===== src/sv/octant_direction_angle_top_macros.svh =====
// ----------------------------------------------------------------------------
// octant direction angle assertion macros
// shared concurrent assertion forms, clocked on clk and disabled in reset
// ----------------------------------------------------------------------------
`ifndef OCTANT_DIRECTION_ANGLE_TOP_MACROS_SVH
`define OCTANT_DIRECTION_ANGLE_TOP_MACROS_SVH

// consequent must hold in the same cycle as the antecedent
`define ODA_ASSERT_SAME(label, ante, cons, msg) \
  label: assert property (@(posedge clk) disable iff (rst) (ante) |-> (cons)) \
    else $error(msg);

// consequent must hold in the cycle after the antecedent
`define ODA_ASSERT_NEXT(label, ante, cons, msg) \
  label: assert property (@(posedge clk) disable iff (rst) (ante) |=> (cons)) \
    else $error(msg);

`endif


===== src/sv/oda_pkg.sv =====
// ----------------------------------------------------------------------------
// oda_pkg
// widths, flag codes and pipeline item types for the octant direction angle
// ----------------------------------------------------------------------------
package oda_pkg;

  localparam int COORD_W   = 24;
  localparam int SPAN_W    = COORD_W + 1;   // span reaches 2^24
  localparam int REM_W     = SPAN_W + 1;    // remainder stays below twice the major span
  localparam int FRAC_BITS = 8;
  localparam int RATIO_W   = FRAC_BITS + 1; // ratio 0 to 256
  localparam int ANGLE_W   = 13;

  // flag codes, steep in bit 2, y swapped in bit 1, x swapped in bit 0
  localparam logic [2:0] FLAGS_NONE     = 3'd0;
  localparam logic [2:0] FLAGS_X        = 3'd1;
  localparam logic [2:0] FLAGS_Y        = 3'd2;
  localparam logic [2:0] FLAGS_XY       = 3'd3;
  localparam logic [2:0] FLAGS_STEEP    = 3'd4;
  localparam logic [2:0] FLAGS_STEEP_X  = 3'd5;
  localparam logic [2:0] FLAGS_STEEP_Y  = 3'd6;
  localparam logic [2:0] FLAGS_STEEP_XY = 3'd7;

  typedef struct packed {
    logic steep;
    logic yswap;
    logic xswap;
  } oda_flags_t;

  typedef struct packed {
    oda_flags_t           flags;
    logic [SPAN_W-1:0]    major;
    logic [REM_W-1:0]     rem;
    logic [RATIO_W-1:0]   quo;
  } oda_div_t;

endpackage


===== src/sv/octant_direction_angle_top.sv =====
// ----------------------------------------------------------------------------
// octant_direction_angle_top
// approximate direction angle between two points, fully pipelined
// ----------------------------------------------------------------------------
// Takes one point pair per cycle while the output is not stalled and
// returns one angle per item, in order, through fourteen register stages.
// The depth is set by the ratio divider, nine registered restoring steps
// of one quotient bit each, behind three stages that form the spans and
// octant flags and ahead of two stages that scale the ratio to an eighth
// turn and map it onto the circle. Each stage takes a new item whenever it
// is empty or its successor moves, so bubbles close up under stall and a
// waiting result does not block entry. FULL_TURN sets the angle units; a
// full turn can appear as a result and larger angles are cut to the 13-bit
// output.

module octant_direction_angle_top #(
  parameter int FULL_TURN = 4096
) (
  input  logic                                clk,
  input  logic                                rst,
  input  logic                                in_valid,
  output logic                                in_stall,
  input  logic signed [oda_pkg::COORD_W-1:0]  first_x,
  input  logic signed [oda_pkg::COORD_W-1:0]  first_y,
  input  logic signed [oda_pkg::COORD_W-1:0]  second_x,
  input  logic signed [oda_pkg::COORD_W-1:0]  second_y,
  output logic                                out_valid,
  input  logic                                out_stall,
  output logic [oda_pkg::ANGLE_W-1:0]         direction_angle
);

  logic               in_ready;
  logic               chain_valid [oda_pkg::RATIO_W+1];
  logic               chain_ready [oda_pkg::RATIO_W+1];
  oda_pkg::oda_div_t  chain_item  [oda_pkg::RATIO_W+1];

  assign in_stall = !in_ready;

  oda_span u_span (
    .clk       (clk),
    .rst       (rst),
    .in_valid  (in_valid),
    .in_ready  (in_ready),
    .first_x   (first_x),
    .first_y   (first_y),
    .second_x  (second_x),
    .second_y  (second_y),
    .out_valid (chain_valid[0]),
    .out_ready (chain_ready[0]),
    .out_item  (chain_item[0])
  );

  for (genvar i = 0; i < oda_pkg::RATIO_W; i++) begin : g_div
    oda_div_step u_step (
      .clk       (clk),
      .rst       (rst),
      .in_valid  (chain_valid[i]),
      .in_ready  (chain_ready[i]),
      .in_item   (chain_item[i]),
      .out_valid (chain_valid[i+1]),
      .out_ready (chain_ready[i+1]),
      .out_item  (chain_item[i+1])
    );
  end

  oda_scale #(
    .FULL_TURN (FULL_TURN)
  ) u_scale (
    .clk             (clk),
    .rst             (rst),
    .in_valid        (chain_valid[oda_pkg::RATIO_W]),
    .in_ready        (chain_ready[oda_pkg::RATIO_W]),
    .in_item         (chain_item[oda_pkg::RATIO_W]),
    .out_valid       (out_valid),
    .out_ready       (!out_stall),
    .direction_angle (direction_angle)
  );

endmodule


===== src/sv/oda_span.sv =====
// ----------------------------------------------------------------------------
// oda_span
// three stages: coordinate differences, spans and swap flags, major and minor
// ----------------------------------------------------------------------------
`include "octant_direction_angle_top_macros.svh"

module oda_span (
  input  logic                                clk,
  input  logic                                rst,
  input  logic                                in_valid,
  output logic                                in_ready,
  input  logic signed [oda_pkg::COORD_W-1:0]  first_x,
  input  logic signed [oda_pkg::COORD_W-1:0]  first_y,
  input  logic signed [oda_pkg::COORD_W-1:0]  second_x,
  input  logic signed [oda_pkg::COORD_W-1:0]  second_y,
  output logic                                out_valid,
  input  logic                                out_ready,
  output oda_pkg::oda_div_t                   out_item
);

  logic                        s1_valid;
  logic [oda_pkg::SPAN_W-1:0]  dx;
  logic [oda_pkg::SPAN_W-1:0]  dy;
  logic                        s2_valid;
  logic [oda_pkg::SPAN_W-1:0]  sx;
  logic [oda_pkg::SPAN_W-1:0]  sy;
  logic                        xswap;
  logic                        yswap;
  logic                        s1_ready;
  logic                        s2_ready;
  logic                        s3_ready;
  logic [oda_pkg::SPAN_W-1:0]  dx_next;
  logic [oda_pkg::SPAN_W-1:0]  dy_next;
  logic [oda_pkg::SPAN_W-1:0]  sx_next;
  logic [oda_pkg::SPAN_W-1:0]  sy_next;
  logic                        steep_next;
  oda_pkg::oda_div_t           out_item_next;

  assign s3_ready = !out_valid || out_ready;
  assign s2_ready = !s2_valid || s3_ready;
  assign s1_ready = !s1_valid || s2_ready;
  assign in_ready = s1_ready;

  always_comb begin
    dx_next = {second_x[oda_pkg::COORD_W-1], second_x} - {first_x[oda_pkg::COORD_W-1], first_x};
    dy_next = {second_y[oda_pkg::COORD_W-1], second_y} - {first_y[oda_pkg::COORD_W-1], first_y};
    // magnitude plus one, negative case folds the two increments together
    sx_next = dx[oda_pkg::SPAN_W-1] ? (~dx + oda_pkg::SPAN_W'(2)) : (dx + oda_pkg::SPAN_W'(1));
    sy_next = dy[oda_pkg::SPAN_W-1] ? (~dy + oda_pkg::SPAN_W'(2)) : (dy + oda_pkg::SPAN_W'(1));
    steep_next = sy > sx;
    out_item_next.flags.steep = steep_next;
    out_item_next.flags.yswap = yswap;
    out_item_next.flags.xswap = xswap;
    out_item_next.major = steep_next ? sy : sx;
    out_item_next.rem   = oda_pkg::REM_W'(steep_next ? sx : sy);
    out_item_next.quo   = '0;
  end

  always_ff @(posedge clk) begin
    if (rst) begin
      s1_valid  <= 1'b0;
      s2_valid  <= 1'b0;
      out_valid <= 1'b0;
    end else begin
      if (s1_ready) s1_valid <= in_valid;
      if (s2_ready) s2_valid <= s1_valid;
      if (s3_ready) out_valid <= s2_valid;
    end
  end

  always_ff @(posedge clk) begin
    if (s1_ready && in_valid) begin
      dx <= dx_next;
      dy <= dy_next;
    end
    if (s2_ready && s1_valid) begin
      sx    <= sx_next;
      sy    <= sy_next;
      xswap <= dx[oda_pkg::SPAN_W-1];
      yswap <= dy[oda_pkg::SPAN_W-1];
    end
    if (s3_ready && s2_valid) begin
      out_item <= out_item_next;
    end
  end

  `ODA_ASSERT_NEXT(a_span_load, in_valid && in_ready, s1_valid, "span stage dropped an item")
  `ODA_ASSERT_SAME(a_span_order, out_valid,
    (out_item.major != '0) && (out_item.rem <= oda_pkg::REM_W'(out_item.major)),
    "minor span exceeds major span or major span is zero")

endmodule


===== src/sv/oda_div_step.sv =====
// ----------------------------------------------------------------------------
// oda_div_step
// one registered restoring step of the ratio divider, one quotient bit
// ----------------------------------------------------------------------------
`include "octant_direction_angle_top_macros.svh"

module oda_div_step (
  input  logic               clk,
  input  logic               rst,
  input  logic               in_valid,
  output logic               in_ready,
  input  oda_pkg::oda_div_t  in_item,
  output logic               out_valid,
  input  logic               out_ready,
  output oda_pkg::oda_div_t  out_item
);

  logic                       ge;
  logic [oda_pkg::REM_W-1:0]  diff;
  oda_pkg::oda_div_t          out_item_next;

  assign in_ready = !out_valid || out_ready;

  always_comb begin
    ge   = in_item.rem >= oda_pkg::REM_W'(in_item.major);
    diff = ge ? (in_item.rem - oda_pkg::REM_W'(in_item.major)) : in_item.rem;
    out_item_next.flags = in_item.flags;
    out_item_next.major = in_item.major;
    out_item_next.rem   = {diff[oda_pkg::REM_W-2:0], 1'b0};
    out_item_next.quo   = {in_item.quo[oda_pkg::RATIO_W-2:0], ge};
  end

  always_ff @(posedge clk) begin
    if (rst) begin
      out_valid <= 1'b0;
    end else if (in_ready) begin
      out_valid <= in_valid;
    end
  end

  always_ff @(posedge clk) begin
    if (in_ready && in_valid) begin
      out_item <= out_item_next;
    end
  end

  `ODA_ASSERT_SAME(a_div_rem_bound, out_valid,
    out_item.rem < {out_item.major, 1'b0},
    "divider remainder escaped twice the major span")

endmodule


===== src/sv/oda_scale.sv =====
// ----------------------------------------------------------------------------
// oda_scale
// two stages: ratio scaled to an eighth turn, then octant mapping to the angle
// ----------------------------------------------------------------------------
`include "octant_direction_angle_top_macros.svh"

module oda_scale #(
  parameter int FULL_TURN = 4096
) (
  input  logic                          clk,
  input  logic                          rst,
  input  logic                          in_valid,
  output logic                          in_ready,
  input  oda_pkg::oda_div_t             in_item,
  output logic                          out_valid,
  input  logic                          out_ready,
  output logic [oda_pkg::ANGLE_W-1:0]   direction_angle
);

  localparam int QUARTER  = FULL_TURN / 4;
  localparam int EIGHTH   = QUARTER / 2;
  localparam int HALF     = FULL_TURN / 2;
  localparam int THREEQ   = QUARTER * 3;
  localparam int BASE_W   = $clog2(EIGHTH + 1);
  localparam int PROD_W   = oda_pkg::RATIO_W + BASE_W;
  localparam int TURN_W   = $clog2(FULL_TURN + 1);
  localparam int CALC_W   = (TURN_W > oda_pkg::ANGLE_W) ? TURN_W : oda_pkg::ANGLE_W;

  localparam logic [CALC_W-1:0] QUARTER_C = CALC_W'(QUARTER);
  localparam logic [CALC_W-1:0] HALF_C    = CALC_W'(HALF);
  localparam logic [CALC_W-1:0] THREEQ_C  = CALC_W'(THREEQ);
  localparam logic [CALC_W-1:0] FULL_C    = CALC_W'(FULL_TURN);

  logic                  m_valid;
  logic [BASE_W-1:0]     base;
  logic [2:0]            code;
  logic                  m_ready;
  logic                  a_ready;
  logic [PROD_W-1:0]     prod;
  logic [CALC_W-1:0]     base_c;
  logic [CALC_W-1:0]     angle;
  logic [CALC_W-1:0]     angle_next;

  assign a_ready  = !out_valid || out_ready;
  assign m_ready  = !m_valid || a_ready;
  assign in_ready = m_ready;

  always_comb begin
    prod = PROD_W'(in_item.quo) * PROD_W'(EIGHTH);
  end

  always_comb begin
    base_c = CALC_W'(base);
    case (code)
      oda_pkg::FLAGS_NONE:     angle_next = QUARTER_C - base_c;
      oda_pkg::FLAGS_X:        angle_next = THREEQ_C + base_c;
      oda_pkg::FLAGS_Y:        angle_next = QUARTER_C + base_c;
      oda_pkg::FLAGS_XY:       angle_next = THREEQ_C - base_c;
      oda_pkg::FLAGS_STEEP:    angle_next = base_c;
      oda_pkg::FLAGS_STEEP_X:  angle_next = FULL_C - base_c;
      oda_pkg::FLAGS_STEEP_Y:  angle_next = HALF_C - base_c;
      oda_pkg::FLAGS_STEEP_XY: angle_next = HALF_C + base_c;
      default:                 angle_next = base_c;
    endcase
  end

  always_ff @(posedge clk) begin
    if (rst) begin
      m_valid   <= 1'b0;
      out_valid <= 1'b0;
    end else begin
      if (m_ready) m_valid <= in_valid;
      if (a_ready) out_valid <= m_valid;
    end
  end

  always_ff @(posedge clk) begin
    if (m_ready && in_valid) begin
      base <= prod[oda_pkg::FRAC_BITS +: BASE_W];
      code <= in_item.flags;
    end
    if (a_ready && m_valid) begin
      angle <= angle_next;
    end
  end

  // a full turn passes through unwrapped, wider turns are cut to the port
  assign direction_angle = angle[oda_pkg::ANGLE_W-1:0];

  `ODA_ASSERT_SAME(a_scale_base, m_valid, CALC_W'(base) <= CALC_W'(EIGHTH),
    "base angle above an eighth turn")
  `ODA_ASSERT_SAME(a_scale_angle, out_valid, angle <= FULL_C,
    "angle above a full turn")

endmodule

===== config.mk =====
export PLATFORM = sky130hd
export DESIGN_NAME = octant_direction_angle_top
export DESIGN_NICKNAME = d
export VERILOG_FILES = /design/src/sv/oda_pkg.sv /design/src/sv/octant_direction_angle_top.sv /design/src/sv/oda_span.sv /design/src/sv/oda_div_step.sv /design/src/sv/oda_scale.sv
export VERILOG_INCLUDE_DIRS = /design/src /design/src/sv
export SDC_FILE = /design/constraint.sdc
export NUM_CORES = 1
export LEC_CHECK = 0
export ABC_CLOCK_PERIOD_IN_PS = 5800
export BUFFER_PORTS_ARGS = -buffer_cell sky130_fd_sc_hd__buf_2
export CAP_MARGIN = 25
export CORE_MARGIN = 10
export CORE_UTILIZATION = 57
export CTS_CLUSTER_SIZE = 25
export DETAILED_ROUTE_END_ITERATION = 10
export PLACE_DENSITY = 0.82
export SYNTH_ARGS = -nofsm -noshare
export SYNTH_HDL_FRONTEND = slang
export SYNTH_SLANG_ARGS = --single-unit

===== constraint.sdc =====
create_clock -name clk -period 5.8 [get_ports clk]
set_clock_uncertainty 0.05 [all_clocks]
set_input_delay 0.29 -clock clk [delete_from_list [all_inputs] [get_ports clk]]
set_output_delay 0.29 -clock clk [all_outputs]
set_load 0.02 [all_outputs]

# Word-level counts from Yosys, hierarchy flattened
# Index checks and enable logic that the tools add are counted.
# Widths: inputs -> output; s select.
[word_totals]
ff_bits = 666
output_inout_bits = 15
input_bits = 100
[op_classes]
bitwise = 2
mux = 13
n_lt_le_gt_ge = 10
n_eq_ne = 7
reduce_logical = 45
add_sub_neg = 21
[ops]
columns = ["operator", "count"]
rows = [
  ["$mux 25", 12],
  ["$ge 26x25->1", 8],
  ["$sub 25x25->25", 8],
  ["$pmux 13 s8", 1],
  ["$add 25x1->25 const B", 2],
  ["$add 25x2->25 const B", 2],
  ["$not 25->25", 2],
  ["$sub 24x24->25", 2],
  ["$add 12x10->13 const A", 2],
  ["$sub 12x10->13 const A", 2],
  ["$ge 25x25->1", 1],
  ["$gt 25x25->1", 1],
  ["$logic_not 1->1", 16],
  ["$logic_and 1x1->1", 14],
  ["$logic_or 1x1->1", 14],
  ["$sub 13x10->13 const A", 1],
  ["$add 11x10->12 const A", 1],
  ["$eq 3x3->1 const B", 4],
  ["$sub 11x10->12 const A", 1],
  ["$eq 3x2->1 const B", 2],
  ["$eq 3x1->1 const B", 1],
  ["$logic_not 3->1", 1],
]

# Logic depth before layout (Yosys ltp)
# Gate-level depths: netlist (run 1).
[depth]
ltp_word = 16
ltp_mapped = 14

# Modules after synthesis
# From an unflattened synthesis (run 1), not the netlist that was laid out.
[hier_totals]
cells_unflattened = 3838
hier_area_um2 = 43455.4
[modules_own_cells]
columns = ["mod", "seq_area_each_um2", "area_per_inst_um2", "cells_each", "instances"]
rows = [
  ["oda_div_step (g_div[1].u_step ...)", 1881.8, 3563.4, 315, 7],
  ["oda_span", 4714.5, 10088.4, 944, 1],
  ["oda_div_step (g_div[0].u_step ...)", 1881.8, 3669.8, 308, 2],
  ["oda_scale", 760.7, 1076.0, 71, 1],
  ["octant_direction_angle_top", 0.0, 7.5, 2, 1],
]

# Worst setup path after synthesis (run 1)
# OpenSTA, ideal clock, no wires.
[synth_timing]
path_type = "reg2reg"
from = "register u_scale.out_valid"
to = "register u_span.sx[0] in the netlist's numbering (enable)"
path_stages_with_launch = 9
arrival_time_ns = 5.652
n_path_buf = 0
path_slack_ns = -0.443
required_ns = 5.209
setup_ns = 0.541
synth_period_minus_slack_ns = 6.243
cell_sequence = "dfxtp_1 -> and3_1 -> and2_1 -> and3_1 -> and3_1 -> and3_1 -> and3_1 -> and2_0 -> a21boi_0"
[synth_via]
elab_chain_len = 15
[synth_lines]
columns = ["item", "line_no", "source"]
rows = [
  ["start: declaration", "oda_scale.sv:15", "output logic out_valid,"],
  ["start signal: assignment", "oda_scale.sv:73", "if (a_ready) out_valid <= m_valid;"],
  ["$logic_not 1->1", "oda_scale.sv:44", "assign a_ready = !out_valid || out_ready;"],
  ["$logic_or 1x1->1", "oda_scale.sv:44", ""],
  ["$logic_or 1x1->1", "oda_scale.sv:45", "assign m_ready = !m_valid || a_ready;"],
  ["$logic_or 1x1->1 (9 in a row)", "oda_div_step.sv:22", "assign in_ready = !out_valid || out_ready;"],
  ["$logic_or 1x1->1", "oda_span.sv:39", "assign s3_ready = !out_valid || out_ready;"],
  ["$logic_or 1x1->1", "oda_span.sv:40", "assign s2_ready = !s2_valid || s3_ready;"],
  ["$logic_and 1x1->1", "oda_span.sv:76", "if (s2_ready && s1_valid) begin"],
  ["end signal: assignment", "oda_span.sv:77", "sx <= sx_next;"],
  ["end: declaration", "oda_span.sv:25", "logic [oda_pkg::SPAN_W-1:0] sx;"],
]
# No other way between the ends.
# A chain may end at the register's enable or synchronous reset.

# Final worst setup path (run 1)
[layout_timing]
from = "register g_div[2].u_step.out_item[13] in the netlist's numbering"
to = "register g_div[3].u_step.out_item[19] in the netlist's numbering (data pin)"
[layout_via]
elab_chain_len = 2
word_cells_on_any_way = 3
classes_between = "add/sub: 1; order compare: 1; mux: 1"
[layout_lines]
columns = ["item", "line_no", "source"]
rows = [
  ["start: declaration", "oda_div_step.sv:15", "output oda_pkg::oda_div_t out_item"],
  ["start signal: assignment", "oda_div_step.sv:43", "out_item <= out_item_next;"],
  ["$sub 25x25->25 or $ge 26x25->1 (tied branches)", "oda_div_step.sv:26, oda_div_step.sv:25", ""],
  ["$mux 25 *", "oda_div_step.sv:26", "diff = ge ? (in_item.rem - oda_pkg::REM_W'(in_item.major)) : in_item.rem;"],
  ["via g_div[3].u_step.diff, one bit", "oda_div_step.sv:19", "logic [oda_pkg::REM_W-1:0] diff;"],
  ["end signal: assignment", "oda_div_step.sv:43", ""],
  ["end: declaration", "oda_div_step.sv:15", ""],
]
# Mark *: on every way through the listed nets, which the timed path passes. The rest lies on a longest branch.

==> results, run 1 <==
- In this run the remaining antenna-violating nets after routing total 0.
- For the worst setup path, the data arrival time is 4.54 ns.
- The layout has 5,025 filler cells.
- The worst path in the final design needs a cycle of 4.235 ns, including I/O delays and setup.
- The count of final max-slew check failures is 0.
- In the post-route analysis, the smallest setup slack over all paths is 1.565 ns.
- The source of the worst register-to-register timing path is g_div[2].u_step.out_item[13]$_DFFE_PP_.
- Once the clock tree was built, the setup fixing pass inserted 0 buffers.
- The height of the chip is 281.3 um.
- Entering global routing, the biggest net connects 62 pins.
- The cell row count is 95.
- The synthesized design contains 665 register bits.
- The number of distinct library cells after synthesis is 87.
- The overall global routing resource usage is 19.02%.
- The worst setup path is of the flop to flop kind.
- The congestion estimate from routability-driven global placement came to 0.9298.
- For the worst-skew pair, the clock arrives at the later sink with an insertion delay of 0.60 ns.
- 115 I/O pins were placed.
- Of the total power, the share spent switching nets is 22.24%.
- The iteration count of the initial detailed-routing pass is 6.
- The share of layout cells above drive strength 1 is 11.34%.
- After the last flow step, the layout net total stands at 4,083.
- The run finished with clean final reports.
- The combinational power share is 8.5%.
- The area of all sequential standard cells is 19,830 um2.
- The design draws 10.73 mW.
- The per-instance average area after synthesis is 11.06 um2.
- OpenSTA, run right after detailed placement, puts the worst setup slack at 1.607 ns.
- Dividing the final minimum period by the clock period gives 73.01%.
- The Yosys step of the flow raised 0 warnings.
- Relative to the synthesized area, the layout overhead comes to 10.35%.
- The synthesized instance count is 3,519.
- The global route total overflow is 0.
- The worst slew margin relative to its limit is 35.57%.
- The die is 281.3 um wide.
- The category of the worst setup path capture point is a flop.
- The switching power is 2.386 mW.
- In this run the most critical hold path is launched from first_y[0].
- The CTS clock-pin slew for the worst setup and hold paths is 0.06 ns.
- For this block, the initial DRC count from the detailed router was 1,440.
- The clock sink count is 665.
- The startpoint of the most critical setup path is g_div[2].u_step.out_item[13]$_DFFE_PP_.
- The CTS tree is built.
- Dividing the detail-routed wire length by the instance count gives 16.49 um.
- The number of setup violations in the final report is 0.
- The areal power density over the cells is 249.8 nW/um2.
- The area of the multi-input gates is 17,470 um2.
- The max-capacitance violation count is 0.
- The net count of the mapped netlist is 3,933.
- For the pin with the worst max-slew slack, the measured transition is 0.9540 ns.
- The leading register cell type out of synthesis is edfxtp_1.
- The global-route wire length before repair is 124,300 um.
- Buffers placed on the I/O ports in this run total 113.
- The synthesized design contains 651 enable-type register cells.
- Setup repair after global routing left no endpoint under its margin.
- The effective utilization at floorplan is 57.73%.
- For the worst setup path, the data required time is 6.11 ns.
- After routing the design area is 42,930 um2.
- The via total after detailed routing is 26,340.
- The most critical setup path has its endpoint at g_div[3].u_step.out_item[19]$_DFFE_PP_.
- The routed design has 75,770 um of wire.
- The buffer cell driving the clock tree root is clkbuf_16.
- The worst min-delay path category is primary input to flop.
- IR analysis of the VDD net gives a maximum drop of 0.0001955 V.
- The number of antenna violations at the first check in global routing is 0.
- The startpoint kind of the worst setup timing path is a flop.
- The worst register-to-register path ends at g_div[3].u_step.out_item[19]$_DFFE_PP_.
- Counting cells, the worst reg-to-reg path comes to 10.
- The total negative slack is 0 ns.
- Using the TritonRoute via totals, the vias-per-cell ratio works out to 5.734.
- The share of power burned in the clock network is 39.9%.
- Once placement finished, the instance area stood at 40,620 um2.
- The via count of the first global-routing pass came to 26,500.
- The area enclosed by the die boundary is 79,100 um2.
- The area of the placeable core is 67,400 um2.
- Registers are responsible for 51.6% of the overall power.
- The summed instance area of the synthesized netlist is 38,900 um2.
- The largest buffer count on any clock path is 3.
- The highest clock rate is 236.1 MHz.
- The number of antenna repair diodes is 0.
- The internal portion of the total power is 8.341 mW.
- In this run the register-to-register setup slack is 1.57 ns.
- Once detailed placement completed, the half-perimeter wirelength came to 57,490 um.
- Counting the buffers created by CTS gives 70.
- Along the worst path, the maximum fanout reaches 28.
- The number of hold violations in the final report is 0.
- In this run the static leakage power is 17.45 nW.
- Of the synthesized area, sequential elements account for 50.97%.
- After detailed routing, the number of remaining DRC violations is 0.
- Counting flops with an async set or reset pin after synthesis yields a share of 0%.
- In this run the number of H-tree levels came out at 3.
-- through the flow --
stage / hold WS (ns) / util (%) / std cells
floorplan: 0.3091 / - / 3519
global placement: 0.3514 / 60.24 / 4457
detailed placement: 0.3545 / 60.27 / 4459
CTS: 0.006353 / 63.59 / 4588
global route: 0.03451 / 63.70 / 4594
finish: 0.02910 / 63.70 / 4594
-- worst min path at each step --
stage | end | slack, ns | cells past startpoint
final | u_span.dy[0]$_DFFE_PP_ | 0.03 | 3
after global routing | u_span.dy[0]$_DFFE_PP_ | 0.03 | 3
after CTS | u_span.dy[0]$_DFFE_PP_ | 0.006 | 3
after detailed placement | g_div[2].u_step.out_item[60]$_DFFE_PP_ | 0.35 | 0
after global placement | u_span.out_item[61]$_DFFE_PP_ | 0.35 | 0
after floorplan | u_span.s1_valid$_SDFFE_PP0P_ | 0.31 | 1
-- repair_timing --
| item | CTS | global route |
|---|---|---|
| gates resized for setup | 0 | 0 |
| endpoints found under the hold margin | 14 | 0 |
| hold buffers | 5 | 0 |
-- cell usage after synthesis (all sizes together) (12+ instances only) --
library cell	number	area share [%]
edfxtp	651	50
inv	395	3.8
ha	304	9.8
a21oi	283	3.7
nor2	220	2.1
nand2	205	2.0
o21ai	191	2.5
xnor2	154	3.5
mux2	139	4.0
a21o	115	2.2
xor2	99	2.2
nand3	63	0.81
nor2b	51	0.82
clkbuf	50	0.49
nor3	49	0.63
o21a	49	0.95
nand2b	34	0.55
nand4	33	0.53
a31oi	31	0.50
and3	31	0.50
nor4	23	0.39
o21bai	22	0.42
or3	22	0.35
a211oi	20	0.39
and2	20	0.32
buf	19	0.26
a21boi	18	0.35
o31ai	16	0.31
mux2i	15	0.39
dfxtp	14	0.72
and4	13	0.29
or4	13	0.28
o41ai	12	0.27
or2	12	0.20
-- kinds of logic (layout without fill, tap and decap cells) --
logic type	count (synthesis)	after routing	share of synthesized area, %
AO/OA/AOI/OAI	857	857	13.84
AND/OR/NAND/NOR	810	810	10.22
flip-flops	665	665	50.97
buffers and inverters	465	667	4.567
adder cells (fa/ha/maj)	314	314	10.29
XOR/XNOR	253	253	5.696
multiplexers	154	154	4.409
other	1	1	0.009639
-- power by group through the flow --
stage	Sequential (mW)	Clock (mW)	Combinational (mW)
2_1_floorplan	5.59	0	0.696
3_3_place_gp	5.62	0	0.867
3_5_place_dp	5.63	0	0.895
4_1_cts	5.53	4.37	0.905
5_1_grt	5.54	4.56	1.02
6_report	5.53	4.28	0.911
-- flip-flops by register name, summed over array words and instances (netlist names), 12 cells and up --
register,count
u_span.sx,25
u_scale.direction_angle,12
g_div.u_step.out_item,472
u_span.sy,25
u_span.dy,25
u_span.out_item,53
u_span.dx,25
-- worst max-delay path: stages, from the launching register on --
cell      delay (ns)
edfxtp_1        0.42
ha_1            0.38
and2_1          0.19
o21a_1          0.16
or3_1           0.41
o41ai_1         0.51
o21ai_1         0.27
a41o_1          0.33
a31oi_4         0.57
buf_4           0.33
mux2_2          0.35
-- layout by cell type (no fill, tap or decap), types with 13 or more instances in the layout --
master / synthesis / layout
o31ai_1: 16 / 15
clkbuf_16: 0 / 74
nand2_1: 205 / 204
a31oi_1: 31 / 28
clkinv_1: 1 / 14
o21a_1: 49 / 49
a21o_1: 115 / 115
nand3_1: 63 / 63
clkbuf_1: 49 / 17
o21ai_0: 187 / 187
and2_1: 19 / 19
xor2_1: 99 / 99
ha_1: 304 / 304
mux2_2: 139 / 139
o21bai_1: 22 / 21
buf_4: 1 / 24
inv_1: 395 / 395
nand2b_1: 34 / 34
mux2i_1: 15 / 15
nor3_1: 49 / 49
buf_2: 15 / 113
nor2b_1: 51 / 46
or3_1: 22 / 22
nor2_1: 220 / 219
a211oi_1: 20 / 20
nand4_1: 33 / 33
edfxtp_1: 651 / 651
and4_1: 13 / 13
a21oi_1: 282 / 282
and3_1: 31 / 31
dfxtp_1: 14 / 14
xnor2_1: 154 / 154
nor4_1: 22 / 22
-- layer usage --
metal	vias up	global-route usage, %	part of all wire (%)
met2	649	36.20	52
li1	13150	-	-
met5	-	0	0
met1	12300	19.55	38
met4	0	11.31	6.3
met3	247	2.554	3.3
-- final cells by class --
type	count	area share, %
well taps	873	2.544
clock buffers	91	4.462
clock inverters	33	0.6295
flip-flops and latches	665	46.19
multi-input cells	2389	40.69
inverters	396	3.462
repair buffers	147	2.025
Note: power is estimated with default switching activity, not from simulation.
==> run 2, diff against run 1 <==
- ABC_AREA: default -> 1
- ABC_CLOCK_PERIOD_IN_PS: 5800 -> 4000
- CORE_UTILIZATION: 57 -> 64
- PLACE_DENSITY: 0.82 -> 0.86
- clock period: 5.8 -> 4 ns (I/O delays scaled with it)
==> run 2 against run 1 <==
Net effect:
- core utilization up 6.5 points
- largest cell class is now multi-input combinational cells
- final cell count grew 30%
- via count is 30% higher
- sequential cell count unchanged
- wire length increased by 48%
- hold slack better by 0.0038 ns
- global-route usage rose by 9.5 points
- first-iteration DRC count rose by 90%
- clock-buffer cell count fell by 8
- sequential share of layout area fell by 4.1 points
==> results, run 2 <==
- The detail route stage leaves a number of antenna-violating nets equal to 0.
- The source of the worst register-to-register timing path is u_span.out_item[39]$_DFFE_PP_.
- The met2 wire length is 56,190 um.
- For this design, the slowest cell found on the critical path is nand3_2.
- The number of nets handed over by synthesis was 5,277.
- The net count of the finished layout is 5,433.
- The number of hold violations in the final report is 0.
- The average wire per cell in the routed design is 18.87 um.
- The share of layout cells above drive strength 1 is 10.64%.
- The capture point of the worst path is g_div[0].u_step.out_item[32]$_DFFE_PP_.
- The per-instance average area after synthesis is 8.904 um2.
- From bottom edge to top edge, the die measures 280.1 um.
- The x dimension of the die is 280.1 um.
- The placed wire-length estimate is 87,660 um.
- The endpoint identified for the worst register-to-register timing path is g_div[0].u_step.out_item[32]$_DFFE_PP_.
- For this block, the routed nets add up to 112,300 um of wire.
- The family with the most delay on the worst path is compound AO/OA/AOI/OAI gates.
- For this block, wires on met1 add up to 44,130 um.
- Max-cap violations in this run came to 0.
- Setup violations remaining at the end of the flow were counted as 0.
- The clock sink count is 665.
- The startpoint kind of the worst setup timing path is a flop.
- At the pin with the least slew margin, the transition time is 0.9142 ns.
- The analysis attributes to cell leakage a power of 21.03 nW.
- The clock network burns 40.3% of the power.
- Summed over all nets, wire length on met3 after detailed routing comes to 5982 um.
- Summing over every cut layer, the via total after detailed routing is 34,210.
- The area of the placeable core is 67,160 um2.
- STA classifies the critical path endpoint as a flop.
- The post-route fraction of the period consumed by the critical path is 81.90%.
- The synthesized instance count is 4,863.
- The first detailed-routing pass ran for 6 iterations.
- The total clock buffers created by CTS is 72.
- The largest buffer count on any clock path is 3.
- After clock tree synthesis, the clock-pin slew on the worst setup and hold paths is 0.06 ns.
- The highest clock rate is 305.2 MHz.
- The switching power is 4.307 mW.
- For this run the aggregate overflow at the end of global routing stands at 0.
- For the worst-skew pair, the clock arrives at the later sink with an insertion delay of 0.62 ns.
- The count of final max-slew check failures is 0.
- After synthesis, the most frequently instantiated cells are nand2_1, inv_1, edfxtp_1.
- The depth of the most critical reg-to-reg path is 9.
- The number of antenna violations at the first check in global routing was 0.
- In the routed layout, each cell is associated on average with a via count of 5.750.
- On the worst path, the slowest cell contributes a delay of 0.55 ns.
- The leading register cell type out of synthesis is edfxtp_1.
- The first routing iteration left 2,741 violations.
- The most critical setup path has its startpoint at u_span.out_item[39]$_DFFE_PP_.
- By area the synthesized netlist is led by edfxtp_1, nand2_1, ha_1.
- The routability congestion estimate is 0.9658.
- The number of filler cells placed in the layout is 5,174.
- The combinational power share is 10.9%.
- The top cell types in the final layout, fill and taps aside, are nand2_1, inv_1, edfxtp_1.
- The worst min-delay path category is primary input to flop.
- The die covers 78,460 um2.
- The sequential cells in the finished layout cover a total of 19,830 um2.
- The sum of internal, switching and leakage power is 16.69 mW.
- The count of port buffers added during placement is 113.
- For the final routed database, the setup TNS stands at 0 ns.
- The buffer cell driving the clock tree root is clkbuf_16.
- The CTS tree is built.
- The number of buffer and inverter stages on the critical path is 2.
- OpenSTA, run right after detailed placement, puts the worst setup slack at 0.8923 ns.
- After floorplanning, the core was divided into 95 placement rows.
- Hold repair after CTS inserted 10 buffers.
- The least setup slack across all paths after layout is 0.7239 ns.
- The worst hold margin is 0.03294 ns.
- Counting flops and latches in the post-synthesis netlist gives 665.
- The internal power component is 12.38 mW.
- The area of the multi-input gates is 19,890 um2.
- For the finished layout, the period the worst path requires is 3.276 ns.
- The path type of the worst setup path is flop to flop.
- After routing the design area is 47,120 um2.
- The via count of the first global-routing pass is 33,810.
- The number of gates resized after CTS was 0.
- The top routing layer in use is met4.
- Of all flip-flops after synthesis, the portion carrying an async set or reset was 0%.
- Synthesis instantiated 62 different standard cells from the library.
- Power spread over the standard cell area amounts to 354.1 nW/um2.
- The signal on the critical path passes through inv_1, ha_1, a21oi_1, a21boi_1, o21ai_2, nand2_1, nand3_2, buf_12, o21ai_0.
- The cell total after placement is 5,806.
- Setup repair after global routing left no endpoint under its margin.
- The top register by number of flip-flops is g_div.u_step.out_item.
- For this run, design rule violations remaining after detail routing come to 0.
- The peak ir drop on the vdd network is 0.0004017 V.
- The non-filler instance count after layout is 5,950.
- The most instantiated library cell after synthesis is nand2_1.
- The overall global routing resource usage is 28.51%.
- The summed instance area of the synthesized netlist is 43,300 um2.
- The deepest level of the CTS H-tree is 3.
- The buffers inserted during post-CTS setup optimization is 0.
- The top cell type's share of synthesized area is 45.15%.
- The area growth from synthesis to final layout is 8.822%.
- At the worst endpoint, the required time is 4.33 ns.
- The effective utilization at floorplan is 64.47%.
- The critical path crosses 9 cells after its start point.
- The fraction of power spent switching nets is 25.81%.
- Leaving out fill and tap cells, the most frequent cell in the layout is nand2_1.
- The sequential area share after synthesis is 45.80%.
- The flip-flop count of the largest register, all copies and words added is 472.
- The placed instances occupy a cell area of 44,640 um2.
- The run finished with clean final reports.
- The minimum setup slack among reg-to-reg paths is 0.72 ns.
- The worst slew margin relative to its limit is 38.83%.
- Registers are responsible for 48.8% of the overall power.
- Entering global routing, the biggest net connects 62 pins.
- The synthesized design contains 651 enable-type register cells.
- The post-synthesis cell type with the largest combined area is edfxtp_1.
- STA puts the critical path data arrival time at 3.61 ns.
- The maximum fanout count along the critical path is 27.
- In the final layout, the registers with the most flip-flops are g_div.u_step.out_item x472, u_span.out_item x53.
- For this run, the share of the core covered by cells in the final layout is 70.16%.
- The global-route wire length before repair is 178,900 um.
- During synthesis, Yosys emitted a total of 0 warnings.
- The total I/O pin count is 115.
run 2: cell count changes in the layout (fill, tap and decap cells not counted), sizes merged, moves of 34 or more:
| cell | previous run | this run |
|---|---|---|
| nand3 | 63 | 237 |
| nor2 | 220 | 349 |
| inv | 397 | 834 |
| o21ai | 191 | 325 |
| xor2 | 99 | 147 |
| xnor2 | 154 | 67 |
| mux2 | 139 | 0 |
| nor2b | 51 | 0 |
| a21o | 115 | 20 |
| nor3 | 49 | 100 |
| nand4 | 33 | 128 |
| a21oi | 283 | 328 |
| nand2 | 205 | 1103 |
| nand2b | 34 | 0 |
run 2: worst reg2reg max path, stage by stage, from the launching register on:
cell	delay [ns]
edfxtp_1	0.43
inv_1	0.07
ha_1	0.35
a21oi_1	0.29
a21boi_1	0.26
o21ai_2	0.11
nand2_1	0.18
nand3_2	0.55
buf_12	0.39
o21ai_0	0.37
run 2: power groups by stage:
stage	clock [mW]	combinational, mW	sequential [mW]
finish	6.73	1.82	8.14
global route	7.06	2.03	8.15
CTS	6.79	1.80	8.13
detailed placement	0	1.77	8.27
global placement	0	1.73	8.27
floorplan	0	1.32	8.14
run 2: area by class of cell:
| type | count | area share (%) |
|---|---|---|
| inverter | 829 | 6.604 |
| clock buffer | 83 | 3.911 |
| clock inverter | 48 | 1.073 |
| timing repair buffer | 142 | 1.795 |
| tap | 873 | 2.318 |
| sequential | 665 | 42.08 |
| multi-input combinational | 3309 | 42.21 |
| antenna | 1 | 0.005311 |
run 2: how the worst min path moves through the flow:
stage / from / end / slack (ns) / cells after the start
detailed placement: g_div[8].u_step.out_item[60]$_DFFE_PP_ / u_scale.code[0]$_DFFE_PP_ / 0.35 / 0
floorplan: rst / g_div[4].u_step.out_valid$_SDFFE_PP0P_ / 0.22 / 1
global placement: g_div[8].u_step.out_item[1]$_DFFE_PP_ / u_scale.base[2]$_DFFE_PP_ / 0.35 / 0
global route: second_y[6] / u_span.dy[6]$_DFFE_PP_ / 0.03 / 3
CTS: first_y[1] / u_span.dy[1]$_DFFE_PP_ / 0.003 / 3
finish: second_y[2] / u_span.dy[2]$_DFFE_PP_ / 0.03 / 3
run 2: cells by family (layout without fill, tap and decap cells):
logic type      after synthesis  count (layout)  synth area share (%)
flops                       665             665                 45.80
buf+inv                     889            1102                 8.366
compound gates              791             791                 11.22
fa+ha+maj                   314             314                 9.247
xor+xnor                    214             214                 4.329
simple gates               1988            1988                 21.01
mux                           1               1               0.02312
other cells                   1               2              0.008661
run 2: layer usage:
layer | vias up | GRT usage (%)
met3 | 335 | 3.542
met5 | - | 0
met1 | 15960 | 33.78
li1 | 16690 | -
met2 | 1231 | 50.72
met4 | 0 | 13.69
